$ cat config.mk
export PLATFORM = sky130hd
export DESIGN_NAME = comment_number_word_lexer_flat
export DESIGN_NICKNAME = d
export VERILOG_FILES = /design/src/rtl/core/cwl_pkg.sv /design/src/rtl/core/cwl_if.sv /design/src/rtl/core/cwl_input_stage.sv /design/src/rtl/core/cwl_lexer_core.sv /design/src/rtl/core/cwl_output_stage.sv /design/src/rtl/core/comment_number_word_lexer.sv /design/src/flat_wrapper.sv
export SDC_FILE = /design/constraint.sdc
export NUM_CORES = 1
export LEC_CHECK = 0
export BUFFER_PORTS_ARGS = -buffer_cell sky130_fd_sc_hd__buf_2
export CAP_MARGIN = 20
export CORE_MARGIN = 4
export CORE_UTILIZATION = 45
export CTS_BUF_LIST = sky130_fd_sc_hd__clkbuf_8
export DETAILED_ROUTE_END_ITERATION = 10
export PLACE_DENSITY_LB_ADDON = 0.12
export SLEW_MARGIN = 40
export SYNTH_ARGS = -nofsm -noshare
export SYNTH_HDL_FRONTEND = slang
export SYNTH_SLANG_ARGS = --single-unit
$ cat constraint.sdc
create_clock -name clk -period 6.7 [get_ports clk]
set_clock_uncertainty 0.15 [all_clocks]
set_input_delay 1.34 -clock clk [delete_from_list [all_inputs] [get_ports clk]]
set_output_delay 1.34 -clock clk [all_outputs]
set_load 0.03 [all_outputs]
$ cat src/rtl/core/cwl_pkg.sv
// Shared types and constants for the comment, number and word lexer.
package cwl_pkg;

    localparam int CHAR_W = 16;
    localparam int LEN_W  = 16;
    localparam int VAL_W  = 32;
    localparam int KIND_W = 2;

    localparam logic [7:0] CH_ZERO    = 8'h30;
    localparam logic [7:0] CH_NINE    = 8'h39;
    localparam logic [7:0] CH_LOWER_A = 8'h61;
    localparam logic [7:0] CH_LOWER_Z = 8'h7A;
    localparam logic [7:0] CH_UPPER_A = 8'h41;
    localparam logic [7:0] CH_UPPER_Z = 8'h5A;
    localparam logic [7:0] CH_SLASH   = 8'h2F;
    localparam logic [7:0] CH_STAR    = 8'h2A;
    localparam logic [7:0] CH_SPACE   = 8'h20;
    localparam logic [7:0] CH_NEWLINE = 8'h0A;

    typedef enum logic [2:0] {
        MODE_IDLE       = 3'd0,
        MODE_SLASH      = 3'd1,
        MODE_NUMBER     = 3'd2,
        MODE_WORD       = 3'd3,
        MODE_LINE       = 3'd4,
        MODE_BLOCK      = 3'd5,
        MODE_BLOCK_STAR = 3'd6
    } mode_t;

    typedef enum logic [KIND_W-1:0] {
        KIND_NUMBER = 2'd0,
        KIND_WORD   = 2'd1,
        KIND_LINE   = 2'd2,
        KIND_BLOCK  = 2'd3
    } kind_t;

    typedef struct packed {
        logic [CHAR_W-1:0] char_code;
        logic              last_char;
    } char_item_t;

    typedef struct packed {
        logic [KIND_W-1:0] token_kind;
        logic [LEN_W-1:0]  token_length;
        logic [VAL_W-1:0]  number_value;
    } token_item_t;

    typedef struct packed {
        logic       valid;
        char_item_t item;
    } step_t;

    typedef struct packed {
        logic        valid;
        token_item_t token;
    } result_t;

endpackage

$ cat src/rtl/core/cwl_if.sv
// Valid/ready channel interfaces for characters and tokens.
interface cwl_char_if;
    logic                valid;
    logic                ready;
    cwl_pkg::char_item_t data;

    modport source (output valid, output data, input ready);
    modport sink (input valid, input data, output ready);
endinterface

interface cwl_token_if;
    logic                 valid;
    logic                 ready;
    cwl_pkg::token_item_t data;

    modport source (output valid, output data, input ready);
    modport sink (input valid, input data, output ready);
endinterface

$ cat src/rtl/core/cwl_input_stage.sv
// Input register for one character item.
module cwl_input_stage (
    input  logic            clk,
    input  logic            rst_n,
    cwl_char_if.sink        chars,
    input  logic            space,
    output cwl_pkg::step_t  step
);

    logic                valid_reg;
    logic                valid_next;
    cwl_pkg::char_item_t data_reg;
    logic                advance;
    logic                take;

    assign advance     = valid_reg && space;
    assign chars.ready = !valid_reg || advance;
    assign take        = chars.valid && chars.ready;
    assign valid_next  = take || (valid_reg && !advance);

    always_ff @(posedge clk or negedge rst_n)
    begin
        if (!rst_n)
        begin
            valid_reg <= 1'b0;
        end
        else
        begin
            valid_reg <= valid_next;
        end
    end

    always_ff @(posedge clk)
    begin
        if (take)
        begin
            data_reg <= chars.data;
        end
    end

    assign step.valid = advance;
    assign step.item  = data_reg;

endmodule

$ cat src/rtl/core/cwl_lexer_core.sv
// Lexer state and per-character token logic.
module cwl_lexer_core #(
    parameter int CHAR_BITS   = 16,
    parameter int LENGTH_BITS = 16,
    parameter int VALUE_BITS  = 32
) (
    input  logic             clk,
    input  logic             rst_n,
    input  cwl_pkg::step_t   step,
    output cwl_pkg::result_t result
);

    localparam int PROD_W = VALUE_BITS + 4;

    cwl_pkg::mode_t           mode_reg;
    cwl_pkg::mode_t           mode_next;
    logic [LENGTH_BITS-1:0]   length_reg;
    logic [LENGTH_BITS-1:0]   length_next;
    logic [VALUE_BITS-1:0]    accum_reg;
    logic [VALUE_BITS-1:0]    accum_next;

    logic [CHAR_BITS-1:0]     c;
    logic                     last;
    logic                     is_term;
    logic                     is_digit;
    logic                     is_letter;
    logic                     is_slash;
    logic                     is_star;
    logic [3:0]               digit_val;

    cwl_pkg::mode_t           m;
    logic [LENGTH_BITS-1:0]   l;
    logic [VALUE_BITS-1:0]    a;
    logic                     emit;
    logic                     done;
    cwl_pkg::kind_t           kind;

    function automatic logic [LENGTH_BITS-1:0] sat_inc(input logic [LENGTH_BITS-1:0] v);
        if (v == {LENGTH_BITS{1'b1}})
        begin
            return v;
        end
        return v + LENGTH_BITS'(1);
    endfunction

    function automatic logic [VALUE_BITS-1:0] acc_digit(input logic [VALUE_BITS-1:0] v,
                                                         input logic [3:0] d);
        logic [PROD_W-1:0] p;
        p = (PROD_W'(v) << 3) + (PROD_W'(v) << 1) + PROD_W'(d);
        if (p[PROD_W-1:VALUE_BITS] != '0)
        begin
            return {VALUE_BITS{1'b1}};
        end
        return p[VALUE_BITS-1:0];
    endfunction

    always_comb
    begin
        c         = CHAR_BITS'(step.item.char_code);
        last      = step.item.last_char;
        is_term   = (c == CHAR_BITS'(cwl_pkg::CH_SPACE)) || (c == CHAR_BITS'(cwl_pkg::CH_NEWLINE));
        is_digit  = (c >= CHAR_BITS'(cwl_pkg::CH_ZERO)) && (c <= CHAR_BITS'(cwl_pkg::CH_NINE));
        is_letter = ((c >= CHAR_BITS'(cwl_pkg::CH_LOWER_A)) &&
                     (c <= CHAR_BITS'(cwl_pkg::CH_LOWER_Z))) ||
                    ((c >= CHAR_BITS'(cwl_pkg::CH_UPPER_A)) &&
                     (c <= CHAR_BITS'(cwl_pkg::CH_UPPER_Z)));
        is_slash  = (c == CHAR_BITS'(cwl_pkg::CH_SLASH));
        is_star   = (c == CHAR_BITS'(cwl_pkg::CH_STAR));
        digit_val = 4'(c - CHAR_BITS'(cwl_pkg::CH_ZERO));

        m    = mode_reg;
        l    = length_reg;
        a    = accum_reg;
        emit = 1'b0;
        done = 1'b0;
        kind = cwl_pkg::KIND_NUMBER;

        if (m == cwl_pkg::MODE_SLASH)
        begin
            if (is_slash)
            begin
                m    = cwl_pkg::MODE_LINE;
                l    = LENGTH_BITS'(2);
                emit = last;
                kind = cwl_pkg::KIND_LINE;
                done = 1'b1;
            end
            else if (is_star)
            begin
                m    = cwl_pkg::MODE_BLOCK;
                l    = '0;
                emit = last;
                kind = cwl_pkg::KIND_BLOCK;
                done = 1'b1;
            end
            else
            begin
                m = cwl_pkg::MODE_IDLE;
            end
        end

        if (!done)
        begin
            unique case (m) inside
                cwl_pkg::MODE_NUMBER, cwl_pkg::MODE_WORD:
                begin
                    kind = (m == cwl_pkg::MODE_NUMBER) ? cwl_pkg::KIND_NUMBER
                                                       : cwl_pkg::KIND_WORD;
                    if (is_term)
                    begin
                        emit = 1'b1;
                    end
                    else
                    begin
                        l = sat_inc(l);
                        if (m == cwl_pkg::MODE_NUMBER)
                        begin
                            a = acc_digit(a, is_digit ? digit_val : 4'd0);
                        end
                        emit = last;
                    end
                end
                cwl_pkg::MODE_LINE:
                begin
                    kind = cwl_pkg::KIND_LINE;
                    if (c == CHAR_BITS'(cwl_pkg::CH_NEWLINE))
                    begin
                        emit = 1'b1;
                    end
                    else
                    begin
                        l    = sat_inc(l);
                        emit = last;
                    end
                end
                cwl_pkg::MODE_BLOCK:
                begin
                    kind = cwl_pkg::KIND_BLOCK;
                    if (is_star)
                    begin
                        m = cwl_pkg::MODE_BLOCK_STAR;
                    end
                    else
                    begin
                        l = sat_inc(l);
                    end
                    if (last)
                    begin
                        if (m == cwl_pkg::MODE_BLOCK_STAR)
                        begin
                            l = sat_inc(l);
                        end
                        emit = 1'b1;
                    end
                end
                cwl_pkg::MODE_BLOCK_STAR:
                begin
                    kind = cwl_pkg::KIND_BLOCK;
                    if (is_slash)
                    begin
                        emit = 1'b1;
                    end
                    else
                    begin
                        l = sat_inc(l);
                        if (!is_star)
                        begin
                            l = sat_inc(l);
                            m = cwl_pkg::MODE_BLOCK;
                        end
                        if (last)
                        begin
                            if (m == cwl_pkg::MODE_BLOCK_STAR)
                            begin
                                l = sat_inc(l);
                            end
                            emit = 1'b1;
                        end
                    end
                end
                default:
                begin
                    m = cwl_pkg::MODE_IDLE;
                    if (is_slash)
                    begin
                        if (!last)
                        begin
                            m = cwl_pkg::MODE_SLASH;
                        end
                    end
                    else if (is_digit)
                    begin
                        m    = cwl_pkg::MODE_NUMBER;
                        l    = LENGTH_BITS'(1);
                        a    = VALUE_BITS'(digit_val);
                        emit = last;
                        kind = cwl_pkg::KIND_NUMBER;
                    end
                    else if (is_letter)
                    begin
                        m    = cwl_pkg::MODE_WORD;
                        l    = LENGTH_BITS'(1);
                        a    = '0;
                        emit = last;
                        kind = cwl_pkg::KIND_WORD;
                    end
                end
            endcase
        end

        if (emit)
        begin
            mode_next   = cwl_pkg::MODE_IDLE;
            length_next = '0;
            accum_next  = '0;
        end
        else
        begin
            mode_next   = m;
            length_next = l;
            accum_next  = a;
        end

        result.valid              = step.valid && emit;
        result.token.token_kind   = kind;
        result.token.token_length = cwl_pkg::LEN_W'(l);
        result.token.number_value = (kind == cwl_pkg::KIND_NUMBER) ? cwl_pkg::VAL_W'(a) : '0;
    end

    always_ff @(posedge clk or negedge rst_n)
    begin
        if (!rst_n)
        begin
            mode_reg   <= cwl_pkg::MODE_IDLE;
            length_reg <= '0;
            accum_reg  <= '0;
        end
        else if (step.valid)
        begin
            mode_reg   <= mode_next;
            length_reg <= length_next;
            accum_reg  <= accum_next;
        end
    end

    assert property (@(posedge clk) disable iff (!rst_n)
        result.valid |=> (mode_reg == cwl_pkg::MODE_IDLE && length_reg == '0 && accum_reg == '0))
        else $error("lexer state not cleared after token");

    assert property (@(posedge clk) disable iff (!rst_n)
        (step.valid && step.item.last_char) |=> (mode_reg == cwl_pkg::MODE_IDLE))
        else $error("lexer not idle after final character");

    assert property (@(posedge clk) disable iff (!rst_n)
        (mode_reg != cwl_pkg::MODE_NUMBER) |-> (accum_reg == '0))
        else $error("value accumulated outside a number");

    assert property (@(posedge clk) disable iff (!rst_n)
        (mode_reg == cwl_pkg::MODE_IDLE || mode_reg == cwl_pkg::MODE_SLASH) |->
        (length_reg == '0))
        else $error("length held while no token is open");

endmodule

$ cat src/rtl/core/cwl_output_stage.sv
// Result register for one token item.
module cwl_output_stage (
    input  logic             clk,
    input  logic             rst_n,
    input  cwl_pkg::result_t result,
    output logic             space,
    cwl_token_if.source      tokens
);

    logic                 valid_reg;
    logic                 valid_next;
    cwl_pkg::token_item_t data_reg;

    assign space      = !valid_reg || tokens.ready;
    assign valid_next = result.valid || (valid_reg && !tokens.ready);

    always_ff @(posedge clk or negedge rst_n)
    begin
        if (!rst_n)
        begin
            valid_reg <= 1'b0;
        end
        else
        begin
            valid_reg <= valid_next;
        end
    end

    always_ff @(posedge clk)
    begin
        if (result.valid)
        begin
            data_reg <= result.token;
        end
    end

    assign tokens.valid = valid_reg;
    assign tokens.data  = data_reg;

endmodule

$ cat src/rtl/core/comment_number_word_lexer.sv
// Top level of the streaming comment, number and word lexer.
//
// chars carries one character item per handshake (char_code, last_char);
// tokens carries one token item (token_kind, token_length, number_value).
// An item is taken when valid and ready are both high at a rising edge.
// A character goes into the input register, is lexed from there by the
// mode update and a shift-add multiply by ten once the result register
// has space, and any token it closes lands in the result register. One
// character is taken every cycle unless tokens stalls with a token held;
// the mode and accumulator update is combinational.
// Most characters give no token; at most one token per character.
// When tokens is stalled, the held token stays in the result register
// and one more character can wait in the input register; chars.ready
// drops only when both are full.
// rst_n (asynchronous, active low) empties both registers and returns
// the lexer to idle with zero length and value.
module comment_number_word_lexer #(
    parameter int CHAR_BITS   = 16,
    parameter int LENGTH_BITS = 16,
    parameter int VALUE_BITS  = 32
) (
    input  logic        clk,
    input  logic        rst_n,
    cwl_char_if.sink    chars,
    cwl_token_if.source tokens
);

    cwl_pkg::step_t   step;
    cwl_pkg::result_t result;
    logic             space;

    cwl_input_stage u_input (
        .clk   (clk),
        .rst_n (rst_n),
        .chars (chars),
        .space (space),
        .step  (step)
    );

    cwl_lexer_core #(
        .CHAR_BITS   (CHAR_BITS),
        .LENGTH_BITS (LENGTH_BITS),
        .VALUE_BITS  (VALUE_BITS)
    ) u_core (
        .clk    (clk),
        .rst_n  (rst_n),
        .step   (step),
        .result (result)
    );

    cwl_output_stage u_output (
        .clk    (clk),
        .rst_n  (rst_n),
        .result (result),
        .space  (space),
        .tokens (tokens)
    );

endmodule

$ cat src/flat_wrapper.sv
// flat-port wrapper written by rule: the top's interface ports become plain ports
module comment_number_word_lexer_flat 
#(
    parameter int CHAR_BITS   = 16,
    parameter int LENGTH_BITS = 16,
    parameter int VALUE_BITS  = 32
)
  (clk, rst_n, chars_valid, chars_data, chars_ready, tokens_valid, tokens_data, tokens_ready);
  cwl_char_if chars_i ();
  cwl_token_if tokens_i ();
  input  logic clk;
  input  logic rst_n;
  input wire logic [$bits(chars_i.valid)-1:0] chars_valid;
  input wire logic [$bits(chars_i.data)-1:0] chars_data;
  output wire logic [$bits(chars_i.ready)-1:0] chars_ready;
  output wire logic [$bits(tokens_i.valid)-1:0] tokens_valid;
  output wire logic [$bits(tokens_i.data)-1:0] tokens_data;
  input wire logic [$bits(tokens_i.ready)-1:0] tokens_ready;
  assign chars_i.valid = chars_valid;
  assign chars_i.data = chars_data;
  assign chars_ready = chars_i.ready;
  assign tokens_valid = tokens_i.valid;
  assign tokens_data = tokens_i.data;
  assign tokens_i.ready = tokens_ready;
  comment_number_word_lexer #(.CHAR_BITS(CHAR_BITS), .LENGTH_BITS(LENGTH_BITS), .VALUE_BITS(VALUE_BITS)) u_core (.clk(clk), .rst_n(rst_n), .chars(chars_i), .tokens(tokens_i));
endmodule
==> run metrics <==
FF-to-FF End u_core.u_core.length_reg[4]; maxcap violations 0; share of layout cells above drive strength 1 between 15 and 20%; Crit path buffers/inverters 3; Overflow after GRT 0; first-pass GRT wire length approximately 56 mm; post-DR wirelength/cell around 21 um; largest net degree at the start of global routing 54; Vias between 10,000 and 15,000; # diodes 0; initial core utilization 46.1%; WP data required 6890 ps; gr usage total a little over a quarter; Die ar. between 20,000 and 30,000 um^2; TritonCTS clock tree yes; area grow syn2layout 14.4%; worst slew pin tran between 800 and 900 ps; distinct cell type count after synthesis 94; Synth Warn # 0; Max VDD drop between 100 and 150 uV; P per Cell Area between 100 and 150 nW/um^2; Die Height roughly 160 um; Root Buffer clkbuf_8; max-slew violation count 0; total CTS buffers 17; min-delay src u_core.u_core.accum_reg[13]; Worst Path Max Fanout 7; max reg flops 50; RePlAce Congestion 1.00; sequential share of the synthesized area 31.7%; net switching power 0.527 mW; fmax about 150 MHz; Skew-Pair Late Insertion Delay 450 ps; Crit Path Class register to register; Worst slew margin a little over two fifths; P_int ~1.2 mW; vias in the first global route between 9,000 and 10,000; residual DRC count 0; number of cell rows 55; synth top area cells edfxtp_1 (19%), dfrtp_1 (13%), ha_1 (8.0%), o21ai_0 (6.1%), nand2_1 (6.0%); Async S/R FF share, synth 44.2%; cell taking the most area after synthesis edfxtp_1; cell depth of the worst setup path 23; FF-to-FF Start u_core.u_input.step[14]; Worst Setup End Kind register; Pleak roughly 5.2 nW; outcome finished clean; commonest non-fill, non-tap cell in the layout nand2_1; Gates resized, CTS repair 0; post-layout min period about 6500 ps; Synth Cell Area between 10,000 and 15,000 um^2; Post-CTS Setup Bufs 0; Syn Inst Count 1,263; reg2reg setup slack 230 ps; Core Box Area between 20,000 and 25,000 um^2; # clock sinks 120; Die Width ~160 um; Routed WL about 35 mm; TritonRoute pass-1 iters 5; worst reg-to-reg path cell count 23; iteration-0 DRC count of the detailed router around 1,000; most used cells in the layout excluding fill and tap cells nand2_1 (166), o21ai_0 (126), nor2_1 (109); Fin Setup TNS 0 ps; Yosys top cell area share around a fifth; ANT nets after route 0; min-delay worst type register to register; CTS H-tree lvls 4; Post-synth EDFFs 67; Switching Share 29.7%; Yosys reg bits 120; Max clock buf depth 2; Worst EP arrival 6650 ps; crit path capture u_core.u_core.length_reg[4]; critical path launch point u_core.u_input.step[14]; RSZ-0062 raised after global routing no; CP Cell Sequence or4_1 > or4_4 > o21a_1 > nor2_1 > inv_1 > ha_1 > and3_1 > and4_1 > mux2i_1 > nor3_1 > mux2_4 > nand2_2 > nor4_1 > buf_4 > nor2_1 > mux2_2 > ha_1 > o211a_1 > nor4b_2 > buf_4 > and4_1 > or3b_1 > a22o_1; slowest library cell on the worst path or4_1; top_reg_cell synth edfxtp_1; Flop pwr share 45.6%; Clk pwr share 39.9%; final hold slack 416 ps; syn nets approximately 1,400; Finish-stage setup viols 0; DP HPWL 26.3 mm; Reg clk slew, reported paths about 90 ps; Largest delay share family, worst path simple AND/OR/NAND/NOR gates; Post-Syn Area per Cell about 8.3 um^2; Hold Fails Final Rpt 0; slowest stage delay, CP between 600 and 700 ps; hold-fix buffers at CTS 0; number of antenna violations at the first check in global routing 0; I/O pins between 70 and 80; nets@finish 1,454; number of port buffers ~70; Final Cycle Share 96.5%; Fill cells around 2,200; Gate power share 14.5%; vias per inst 6.19; startpoint types register
## worst min path at each step
stage / to / slack (ps) / depth (start not counted)
2_1_floorplan: u_core.u_core.accum_reg[10] / 350 / 2
3_3_place_gp: u_core.u_core.accum_reg[21] / 380 / 2
3_5_place_dp: u_core.u_core.accum_reg[17] / 390 / 2
4_1_cts: u_core.u_core.accum_reg[17] / 410 / 2
5_1_grt: u_core.u_core.accum_reg[12] / 430 / 2
6_report: u_core.u_core.accum_reg[13] / 420 / 2
## stage by stage
| step | utilization, % | worst slack, ps | power (mW) | cells | instance area (um^2) |
|---|---|---|---|---|---|
| floorplan | - | 170 | 0.965 | 1263 | 10500 |
| CTS | 52.6 | 321 | 1.78 | 1690 | 12000 |
| finish | 52.7 | 233 | 1.78 | 1690 | 12000 |
| detailed placement | 50.8 | 358 | 1.08 | 1658 | 11600 |
| global placement | 50.8 | 425 | 1.07 | 1658 | 11600 |
| global route | 52.7 | 13.1 | 1.85 | 1690 | 12000 |
## power by group through the flow
stage | sequential [mW] | combinational [mW] | clock (mW)
global placement | 0.824 | 0.250 | 0
detailed placement | 0.825 | 0.251 | 0
floorplan | 0.816 | 0.148 | 0
global route | 0.811 | 0.282 | 0.755
CTS | 0.809 | 0.252 | 0.723
finish | 0.809 | 0.258 | 0.709
## worst reg2reg max path: cells and delay by family, from the launching register on
kind                       cells  cell delay [ps]
and+or+nand+nor               12             3190
adders and majority gates      2              510
buffers and inverters          3              420
AOI/OAI and AO/OA              3              590
muxes                          3             1120
DFF                            1              370
## cell families (layout without fill, tap and decap cells)
family,after synthesis,count (layout),share of synthesized area (%)
flip-flops,120,120,31.7
AND/OR/NAND/NOR,503,503,23.8
AO/OA/AOI/OAI,383,383,24.4
multiplexers,24,24,2.41
adder cells (fa/ha/maj),69,69,8.34
buffers and inverters,93,207,3.43
XOR/XNOR,71,71,5.90
## cell usage after synthesis, types with 4 or more instances
master     instances
or3_1              9
a211oi_1           8
nor3b_1            4
a21o_1            26
xor2_1            26
buf_2              4
a31oi_1           12
edfxtp_1          67
o2111ai_1          5
nand2_1          167
o31ai_1           11
o21a_1             8
a22oi_1            9
o21bai_1           6
or4_1              7
a21boi_0           4
mux2_2             7
nand4b_1           4
nand3b_1           5
xnor2_1           45
nand2b_1          14
inv_1             32
nor3_1            35
and4_1             4
o31a_1             4
mux2i_1           16
dfrtp_1           53
nand4_1           17
a22o_1             9
a21oi_1           66
nor4_1            18
o21ai_0          129
a211o_1            9
a32o_1             6
nor2_1           111
and2_1            10
nor2b_1           13
o211ai_1          13
and3_1            11
a31o_2             5
clkbuf_1          55
or2_2              5
nand3_1           47
ha_1              67
## area by class of cell
cell class                      instances  area, um^2  area share, %
Timing Repair Buffer                  143         910           7.55
Inverter                               32         120          0.997
Clock buffer                           17         234           1.94
Tap cell                              313         392           3.25
Multi-Input combinational cell       1050        6880           57.1
Sequential cell                       120        3340           27.7
Clock inverter                         15         176           1.46
## layer usage
| metal | global-route usage [%] | part of all wire, % | vias to the layer above |
|---|---|---|---|
| li1 | - | - | 4944 |
| met4 | 9.54 | 3.4 | 0 |
| met5 | 0 | 0 | - |
| met2 | 44.7 | 47 | 464 |
| met1 | 36.2 | 43 | 4959 |
| met3 | 3.83 | 7.3 | 88 |
Note: power is estimated with default switching activity, not from simulation.
